### src/rtl/core/spr_pkg.sv
`timescale 1ns / 1ps
// ----------------------------------------------------------------------------
// spr_pkg: shared types and constants of the stack pattern remover
// Holds the controller/datapath command and status bundles, the register
// map indexes and the pattern byte selection.
// ----------------------------------------------------------------------------
package spr_pkg;

   // Longest pattern that the compare loop handles.
   localparam int PATTERN_MAX = 16;

   // Register indexes on the configuration port (address bits 4:3).
   localparam logic [1:0] REG_PATTERN_LEN  = 2'd0;
   localparam logic [1:0] REG_PATTERN_LOW  = 2'd1;
   localparam logic [1:0] REG_PATTERN_HIGH = 2'd2;

   // Item command codes.
   localparam logic CMD_PUSH = 1'b0;
   localparam logic CMD_READ = 1'b1;

   typedef struct packed {
      logic [4:0]   len;
      logic [127:0] pattern;
   } spr_cfg_type;

   typedef struct packed {
      logic load_item;
      logic rd_issue;
      logic rd_capture;
      logic push_exec;
      logic cmp_init;
      logic cmp_step;
      logic rsp_load;
   } spr_cmd_type;

   typedef struct packed {
      logic full;
      logic check_needed;
      logic cmp_done;
      logic rsp_free;
   } spr_sts_type;

   // Byte j of the 16-byte pattern, byte 0 in the low bits.
   function automatic logic [7:0] spr_pat_byte(logic [127:0] pat, logic [3:0] j);
      return pat[{j, 3'b000} +: 8];
   endfunction

endpackage

### src/rtl/core/spr_csr.sv
`timescale 1ns / 1ps
// ----------------------------------------------------------------------------
// spr_csr: configuration registers
// APB-style register file holding the pattern length and the two pattern words.
// ----------------------------------------------------------------------------
module spr_csr (
   input  logic                clock,
   input  logic                reset,
   input  logic                psel,
   input  logic                penable,
   input  logic                pwrite,
   input  logic [4:0]          paddr,
   input  logic [63:0]         pwdata,
   output logic [63:0]         prdata,
   output logic                pready,
   output spr_pkg::spr_cfg_type cfg
);
   import spr_pkg::*;

   logic [4:0]  len_ff,  len_in;
   logic [63:0] low_ff,  low_in;
   logic [63:0] high_ff, high_in;
   logic        wr_en;
   logic [1:0]  reg_idx;

   assign pready  = 1'b1;
   assign reg_idx = paddr[4:3];
   assign wr_en   = psel && penable && pwrite;

   always_comb begin
      len_in  = len_ff;
      low_in  = low_ff;
      high_in = high_ff;
      if (wr_en) begin
         case (reg_idx)
            REG_PATTERN_LEN:  len_in  = pwdata[4:0];
            REG_PATTERN_LOW:  low_in  = pwdata;
            REG_PATTERN_HIGH: high_in = pwdata;
            default: ;
         endcase
      end
   end

   always_ff @(posedge clock) begin
      if (reset) begin
         len_ff  <= 5'd1;
         low_ff  <= 64'd0;
         high_ff <= 64'd0;
      end else begin
         len_ff  <= len_in;
         low_ff  <= low_in;
         high_ff <= high_in;
      end
   end

   always_comb begin
      case (reg_idx)
         REG_PATTERN_LEN:  prdata = {59'd0, len_ff};
         REG_PATTERN_LOW:  prdata = low_ff;
         REG_PATTERN_HIGH: prdata = high_ff;
         default:          prdata = 64'd0;
      endcase
   end

   assign cfg.len     = len_ff;
   assign cfg.pattern = {high_ff, low_ff};

endmodule

### config.mk
export PLATFORM = sky130hd
export DESIGN_NAME = spr_csr
export DESIGN_NICKNAME = d
export VERILOG_FILES = /design/src/rtl/core/spr_pkg.sv /design/src/rtl/core/spr_csr.sv
export SDC_FILE = /design/constraint.sdc
export NUM_CORES = 1
export LEC_CHECK = 0
export ABC_AREA = 0
export BUFFER_PORTS_ARGS = -buffer_cell sky130_fd_sc_hd__clkbuf_2
export CELL_PAD_IN_SITES_DETAIL_PLACEMENT = 0
export CELL_PAD_IN_SITES_GLOBAL_PLACEMENT = 1
export CORE_UTILIZATION = 38
export CTS_CLUSTER_DIAMETER = 60
export CTS_CLUSTER_SIZE = 30
export DETAILED_ROUTE_END_ITERATION = 16
export PLACE_DENSITY = 0.93
export SLEW_MARGIN = 40
export SYNTH_ARGS = -nofsm -noshare
export SYNTH_HDL_FRONTEND = slang
export SYNTH_SLANG_ARGS = --single-unit
### constraint.sdc
create_clock -name clock -period 3.4 [get_ports clock]
set_input_delay 0.17 -clock clock [delete_from_list [all_inputs] [get_ports clock]]
set_output_delay 0.17 -clock clock [all_outputs]
set_load 0.05 [all_outputs]
==> summary.md <==
| Metric | Value |
|---|---|
| CTS tree | done |
| Core ar. | 15900 sq um |
| Unique masters post-synth | 18 |
| Post-route DRC | 0 |
| Sequential share of the synthesized area | 43.1% |
| Via-to-Cell Ratio | 4.73 |
| P&R area growth vs syn | 33.4% |
| Num CTS Buffers | 17 |
| P per Cell Area | 467 nW/um^2 |
| ANT cells | 0 |
| Pre-CTS setup slack | 1.40 ns |
| Dominant synthesized flop cell | dfxtp_1 |
| Status | finished clean |
| RSZ-0062 raised after global routing | no |
| Global route total overflow | 0 |
| Post-Layout Cell Count | 1070 |
| DRT iter0 DRCs | 201 |
| CP Launch Type | input pin |
| Worst min path class | in -> reg |
| Fmax | 509 MHz |
| I/O pin total | 272 |
| Post-synth top cells | nand2b_1, mux2i_1, dfxtp_1, a22o_1, clkbuf_1 |
| Placed Cells | 1038 |
| Worst-Margin Slew | 0.643 ns |
| Largest net degree at the start of global routing | 110 |
| Number of max-cap violations | 0 |
| First-pass DRT Iterations | 4 |
| CP Max Fanout | 36 |
| Yosys warnings | 0 |
| CTS Root Cell | clkbuf_16 |
| Top cell type's share of synthesized area | 43.1% |
| Mux cell area share after synthesis | 22.4% |
| FILL cells | 1507 |
| Hold-fix buffers at CTS | 0 |
| Final setup viols | 0 |
| Most numerous cell in the Yosys netlist | nand2b_1 |
| Ys async rst share | 0% |
| CTS Buffer Depth | 2 |
| Placer Congestion | 0.694 |
| Slew Viols, Final | 0 |
| Leakage | 4.01 nW |
| Die X | 129 um |
| Compound-Gate Fraction of Synth Area | 8.78% |
| Required time of the critical path | 3.23 ns |
| Synthesis-stage register bit count | 133 |
| Final Hold Violating Endpoints | 0 |
| Sink Count | 133 |
| Post-CTS setup buffers | 0 |
| Die area | 16800 sq um |
| Final worst slack | 1.44 ns |
| First-pass GRT wire length | 23.5 mm |
| Top cells by area, synth | dfxtp_1, mux2i_1, nand2b_1 |
| Via count | 5064 |
| Initial antenna violation count | 1 |
| TNS Setup | 0 ns |
| Crit. End Element | output port |
| Site Rows | 46 |
| Final critical-path required period | 1.96 ns |
| Final Skew | 0 ns |
| Synth Instances | 599 |
| Max VDD drop | 0.309 mV |
| Post-synthesis adder-cell area fraction | 0% |
| Final ANT Viol Nets | 0 |
| Drt wl/cell | 14.4 um |
| Post-Syn Area per Cell | 10.3 sq um |
| Tcrit/Tclk final | 57.8% |
| Syn_nets | 673 |
| Post-cts gate resize count | 0 |
| Power Total | 3.84 mW |
| Netlist Area Pre-Place | 6170 sq um |
| Share of cells above drive strength 1 | 35.8% |
| Reg2reg setup slack | 2.73 ns |
| CP arrival | 1.79 ns |
| Yosys top cell by area | dfxtp_1 |
| Simple-Gate Fraction of Synth Area | 21.3% |
| Slew headroom | 57.1% |
| Vias in the first global route | 4730 |
| XOR/XNOR Fraction of Synth Area | 0% |
| Clock Latency Late Sink | 0.40 ns |
| IO buf count | 267 |
| HPWL Detailed | 11.0 mm |
| Initial Util | 38.9% |
| H-tree levels | 4 |
| Die height | 129 um |
| Post-Route Utilization | 51.8% |
| Crit path kind | in -> out |
| Fin nets | 915 |
| Main combinational cell family by area after synthesis | multiplexers |
| DRT Wirelength | 15.4 mm |
| Clk slew on worst S/H paths | 0.06 ns |
| EDFF count, synth | 0 |
| Gr usage total | 18.0% |
==> area by class of cell <==
type	instances	area [sq um]	share of cell area (%)
clock buffers	23	468	5.68
clock inverters	9	150	1.82
well taps	216	270	3.28
multi-input cells	414	3240	39.4
flip-flops and latches	133	2660	32.3
repair buffers	275	1440	17.4
==> worst paths after layout <==
kind,from,end,cells after the start
worst max-delay path,paddr[3],prdata[0],6
worst min register to register,low_ff[50],low_ff[50],2
worst min-delay path,pwdata[15],low_ff[15],3
worst max register to register,len_ff[0],len_ff[0],2
==> layout by cell type, fill, tap and decap left out <==
cell type,count
a22o_1,59
and2b_2,1
and4_1,1
and4_4,1
buf_12,3
buf_4,6
bufinv_16,4
clkbuf_1,4
clkbuf_16,17
clkbuf_2,266
clkbuf_8,2
clkinv_2,3
clkinvlp_4,2
conb_1,1
dfxtp_1,133
mux2i_1,138
nand2_1,5
nand2b_1,196
nand4_1,3
nor2_1,3
nor2b_4,1
o21ai_0,5
==> metrics by stage <==
step                instance area (sq um)  hold slack, ns
finish                               8230          0.0342
global route                         8230          0.0314
CTS                                  8230          0.0141
detailed placement                   7610           0.448
global placement                     7610           0.443
floorplan                            6170           0.331
==> report_power, final <==
group	switching (mW)	internal, mW
clock	0.643	1.26
combinational	0.216	0.124
sequential	0.0175	1.58
total	0.877	2.97
==> critical path, cell delays in order <==
cell,delay (ns)
clkbuf_2,0.19
and2b_2,0.68
buf_12,0.28
nand2_1,0.07
o21ai_0,0.07
clkbuf_2,0.31
==> state kept, by name, summed over array words and instances (netlist names) <==
signal   flops
high_ff     64
len_ff       5
low_ff      64
==> logic make-up after synthesis <==
group	count (synthesis)
and+or+nand+nor	211
muxes	138
buffers and inverters	52
AOI/OAI and AO/OA	64
other	1
DFF	133
==> routing by layer <==
layer  up-vias  routed length [um]  GRT usage [%]
met5         -                  11              0
met4         2                 176           6.84
met3        14                 848           4.50
met2       150                7590           31.6
met1      2358                6790           21.2
li1       2540                   -              -
Note: power is estimated with default switching activity, not from simulation.
