File: config.mk
export PLATFORM = sky130hd
export DESIGN_NAME = spr_ctrl
export DESIGN_NICKNAME = d
export VERILOG_FILES = /design/src/rtl/core/spr_pkg.sv /design/src/rtl/core/spr_ctrl.sv
export SDC_FILE = /design/constraint.sdc
export NUM_CORES = 1
export LEC_CHECK = 0
export BUFFER_PORTS_ARGS = -buffer_cell sky130_fd_sc_hd__buf_2
export CAP_MARGIN = 20
export CORE_AREA = 2 2 39 41
export DETAILED_ROUTE_END_ITERATION = 8
export DIE_AREA = 0 0 41 43
export MAX_ROUTING_LAYER = met4
export RECOVER_POWER = 100
export SLEW_MARGIN = 30
export SYNTH_ARGS = -nofsm -noshare
export SYNTH_HDL_FRONTEND = slang
export SYNTH_SLANG_ARGS = --single-unit
File: constraint.sdc
create_clock -name clock -period 2.45 [get_ports clock]
set_clock_uncertainty 0.05 [all_clocks]
set_input_delay 0.49 -clock clock [delete_from_list [all_inputs] [get_ports clock]]
set_output_delay 0.49 -clock clock [all_outputs]
set_load 0.01 [all_outputs]
File: src/rtl/core/spr_pkg.sv
`timescale 1ns / 1ps
// ----------------------------------------------------------------------------
// spr_pkg: shared types and constants of the stack pattern remover
// Holds the controller/datapath command and status bundles, the register
// map indexes and the pattern byte selection.
// ----------------------------------------------------------------------------
package spr_pkg;

   // Longest pattern that the compare loop handles.
   localparam int PATTERN_MAX = 16;

   // Register indexes on the configuration port (address bits 4:3).
   localparam logic [1:0] REG_PATTERN_LEN  = 2'd0;
   localparam logic [1:0] REG_PATTERN_LOW  = 2'd1;
   localparam logic [1:0] REG_PATTERN_HIGH = 2'd2;

   // Item command codes.
   localparam logic CMD_PUSH = 1'b0;
   localparam logic CMD_READ = 1'b1;

   typedef struct packed {
      logic [4:0]   len;
      logic [127:0] pattern;
   } spr_cfg_type;

   typedef struct packed {
      logic load_item;
      logic rd_issue;
      logic rd_capture;
      logic push_exec;
      logic cmp_init;
      logic cmp_step;
      logic rsp_load;
   } spr_cmd_type;

   typedef struct packed {
      logic full;
      logic check_needed;
      logic cmp_done;
      logic rsp_free;
   } spr_sts_type;

   // Byte j of the 16-byte pattern, byte 0 in the low bits.
   function automatic logic [7:0] spr_pat_byte(logic [127:0] pat, logic [3:0] j);
      return pat[{j, 3'b000} +: 8];
   endfunction

endpackage

File: src/rtl/core/spr_ctrl.sv
`timescale 1ns / 1ps
// ----------------------------------------------------------------------------
// spr_ctrl: sequencing state machine
// Steps one transaction at a time through read, push, compare and result.
// ----------------------------------------------------------------------------
module spr_ctrl (
   input  logic                 clock,
   input  logic                 reset,
   input  logic                 req_valid,
   input  logic                 req_cmd,
   output logic                 req_stall,
   input  spr_pkg::spr_sts_type sts,
   output spr_pkg::spr_cmd_type cmd
);
   import spr_pkg::*;

   localparam logic [2:0] S_IDLE     = 3'd0;
   localparam logic [2:0] S_RD_ISSUE = 3'd1;
   localparam logic [2:0] S_RD_DATA  = 3'd2;
   localparam logic [2:0] S_PUSH     = 3'd3;
   localparam logic [2:0] S_CHECK    = 3'd4;
   localparam logic [2:0] S_CMP      = 3'd5;
   localparam logic [2:0] S_RESULT   = 3'd6;

   logic [2:0] state_ff, state_in;

   assign req_stall = (state_ff != S_IDLE);

   always_comb begin
      state_in = state_ff;
      cmd      = '0;
      case (state_ff)
         S_IDLE: begin
            if (req_valid) begin
               cmd.load_item = 1'b1;
               state_in = (req_cmd == CMD_READ) ? S_RD_ISSUE : S_PUSH;
            end
         end
         S_RD_ISSUE: begin
            cmd.rd_issue = 1'b1;
            state_in     = S_RD_DATA;
         end
         S_RD_DATA: begin
            cmd.rd_capture = 1'b1;
            state_in       = S_RESULT;
         end
         S_PUSH: begin
            cmd.push_exec = 1'b1;
            state_in      = sts.full ? S_RESULT : S_CHECK;
         end
         S_CHECK: begin
            if (sts.check_needed) begin
               cmd.cmp_init = 1'b1;
               state_in     = S_CMP;
            end else begin
               state_in = S_RESULT;
            end
         end
         S_CMP: begin
            cmd.cmp_step = 1'b1;
            if (sts.cmp_done) begin
               state_in = S_RESULT;
            end
         end
         S_RESULT: begin
            if (sts.rsp_free) begin
               cmd.rsp_load = 1'b1;
               state_in     = S_IDLE;
            end
         end
         default: begin
            state_in = S_IDLE;
         end
      endcase
   end

   always_ff @(posedge clock) begin
      if (reset) begin
         state_ff <= S_IDLE;
      end else begin
         state_ff <= state_in;
      end
   end

endmodule

==> impl_metrics.py <==
metrics = {
    "outcome": {
        "outcome": "completed",
    },
    "clocking": {
        "cts_buffers": 3,
        "cts_setup_buffers": 0,
        "cts_num_sinks": 3,
        "path_clk_slew_ps": 40,
        "cts_htree_levels": 1,
        "clk_latency_ps": 230,
        "cts.hold.buffers_added": 0,
        "cts_tree": "built",
        "ctsResizeCount": 0,
        "cts.path.max_buffers": 2,
        "cts_root_buf": "clkbuf_4",
    },
    "placed_design": {
        "dp_hpwl_um": 499,
        "gp_congestion": 0.717,
        "pre_cts_ws_ps": 838,
        "port_buffers": 15,
    },
    "layout": {
        "final_common_cell": "buf_2",
        "largest_register_ff_count": 3,
        "post-route-util": 0.273,
        "reg_top3": "state_ff x3",
        "layout_common_cells": "9 x buf_2, 7 x clkbuf_1, 3 x nor2_1, 3 x clkbuf_4, 3 x dfxtp_1",
        "multi_input_area_sq_um": 196,
        "fill_cells": 164,
        "area_delta_synth_final_pct": 26.4,
        "final_layout_size_suffix_gt1_frac": 0.306,
        "antenna_cells": 0,
        "seqCellArea_sq_um": 60.1,
        "regMostFlops": "state_ff",
        "final_nets": 59,
    },
    "global_route": {
        "grt.overflow.total": 0,
        "antenna_found_initial": 0,
        "grt_use_total": 0.0874,
        "grt_pass1_vias": 238,
        "grt_max_degree": 15,
        "grt_pass1_wl_um": 986,
    },
    "synth": {
        "synth.top_cell.area_share": 0.201,
        "yosys_warnings": 0,
        "ys_seq_elements": 3,
        "synth_cells": 33,
        "synth_cell_types": 24,
        "ys_seq_area_frac": 0.201,
        "yosysTopAreaCell": "dfxtp_1",
        "syn_avg_cell_area_sq_um": 9.06,
        "syn-cell-area_sq_um": 299,
        "syn-num-nets": 42,
        "yosys-top-cells-area": "dfxtp_1 20%, nor4bb_4 8.4%, nor4_4 7.1%, and4bb_4 5.4%, buf_2 5.0%",
    },
    "setup_path": {
        "reg2reg_depth": 4,
        "endpoint": "cmd[2]",
        "r2r_slack_ps": 750,
        "timing.rr.end": "state_ff[1]",
        "worst_setup_path_end_kind": "primary output",
        "cp.required_ps": 1910,
        "start_kind": "flop",
        "crit_arrival_ps": 1310,
        "critPathKind": "reg2out",
        "startpoint": "state_ff[2]",
        "cp_max_fo": 13,
        "r2r_start": "state_ff[0]",
    },
    "timing": {
        "rsz0062_at_grt": "false",
        "min_period_over_period": 0.757,
        "tightest_slew_ps": 574,
        "fin_ws_ps": 596,
        "fin_hold_ws_ps": 407,
        "setup_tns_ps": 0,
        "relSlewSlack": 0.612,
        "maxSlewViolCount": 0,
        "fmax_mhz": 539,
        "setup_viol": 0,
        "fin_crit_ps": 1850,
        "hold_violations": 0,
    },
    "route": {
        "drt_wl_total_um": 651,
        "via_per_inst": 4.57,
        "wl_per_cell_um": 10.0,
        "drcViolationCount": 0,
        "drtIter0Drc": 0,
        "ant_nets": 0,
        "num_vias": 297,
        "firstDrtPassIters": 1,
    },
    "min_path": {
        "min_path_type": "in2reg",
    },
    "floorplanning": {
        "fp.dieH_um": 43,
        "dieWidth_um": 41,
        "rows": 14,
        "core_area_sq_mm": 0.00138,
        "io_pins": 16,
        "initial_core_util": 0.216,
        "die_area_sq_mm": 0.00176,
    },
    "job": {
        "maxCapViolCount": 0,
    },
    "pwr": {
        "power_w": 0.000502,
        "ir_worst_vdd_mv": 0.471,
        "p_leak_nw": 0.157,
        "power_density_mw_per_mm2": 1330,
    },
}
-- cells by family (layout without fill, tap and decap cells) --
| group | after synthesis | after routing | share of synthesized area |
|---|---|---|---|
| simple gates | 20 | 20 | 0.594 |
| compound gates | 4 | 4 | 0.0878 |
| buf+inv | 5 | 21 | 0.0753 |
| fa+ha+maj | 1 | 1 | 0.0418 |
| flops | 3 | 3 | 0.201 |
-- stage by stage --
| step | cells | instance area, sq um |
|---|---|---|
| 5_1_grt | 65 | 378 |
| 3_5_place_dp | 61 | 379 |
| 3_3_place_gp | 61 | 379 |
| 4_1_cts | 65 | 405 |
| 2_1_floorplan | 33 | 299 |
| 6_report | 65 | 378 |
-- power by group --
group	total [W]	switching (W)	internal, W
logic	0.000254	0.000120	0.000133
registers	0.000163	0.0000884	0.0000751
clock network	0.0000853	0.0000244	0.0000609
total	0.000502	0.000233	0.000269
-- final cells by class --
class | instances | share of cell area
Inverter | 2 | 0.0199
Timing Repair Buffer | 15 | 0.179
Tap cell | 16 | 0.0530
Multi-Input combinational cell | 25 | 0.520
Sequential cell | 3 | 0.159
Clock buffer | 4 | 0.0695
-- cell usage after synthesis (all sizes together) --
cell type	count
nor4b	1
nor4bb	1
and2	1
inv	2
a211oi	1
buf	3
nand2	2
and3b	1
nand3b	1
a41oi	1
nor2	3
nor2b	1
a21oi	1
dfxtp	3
nor4	3
nor3	2
and4bb	1
and4b	1
o21ai	1
nor3b	2
ha	1
-- layer usage --
layer | vias up | share of wire | GRT usage
met5 | - | 0 | -
met4 | 0 | 0 | 0.0400
met3 | 0 | 0.063 | 0.0628
met2 | 9 | 0.48 | 0.103
met1 | 131 | 0.46 | 0.109
li1 | 157 | - | -
-- critical path, stage by stage (launching register included) --
cell      delay (ps)
dfxtp_1          570
nor4b_1          320
clkbuf_1         190
-- how the worst min path moves through the flow --
stage / from / to / slack, ps / cells past startpoint
after detailed placement: reset / state_ff[0] / 640 / 2
after floorplan: reset / state_ff[0] / 510 / 1
after global routing: reset / state_ff[0] / 400 / 2
after CTS: reset / state_ff[0] / 400 / 2
final: reset / state_ff[0] / 410 / 2
after global placement: reset / state_ff[1] / 640 / 2
No activity file was read; power rests on OpenSTA's default activity.
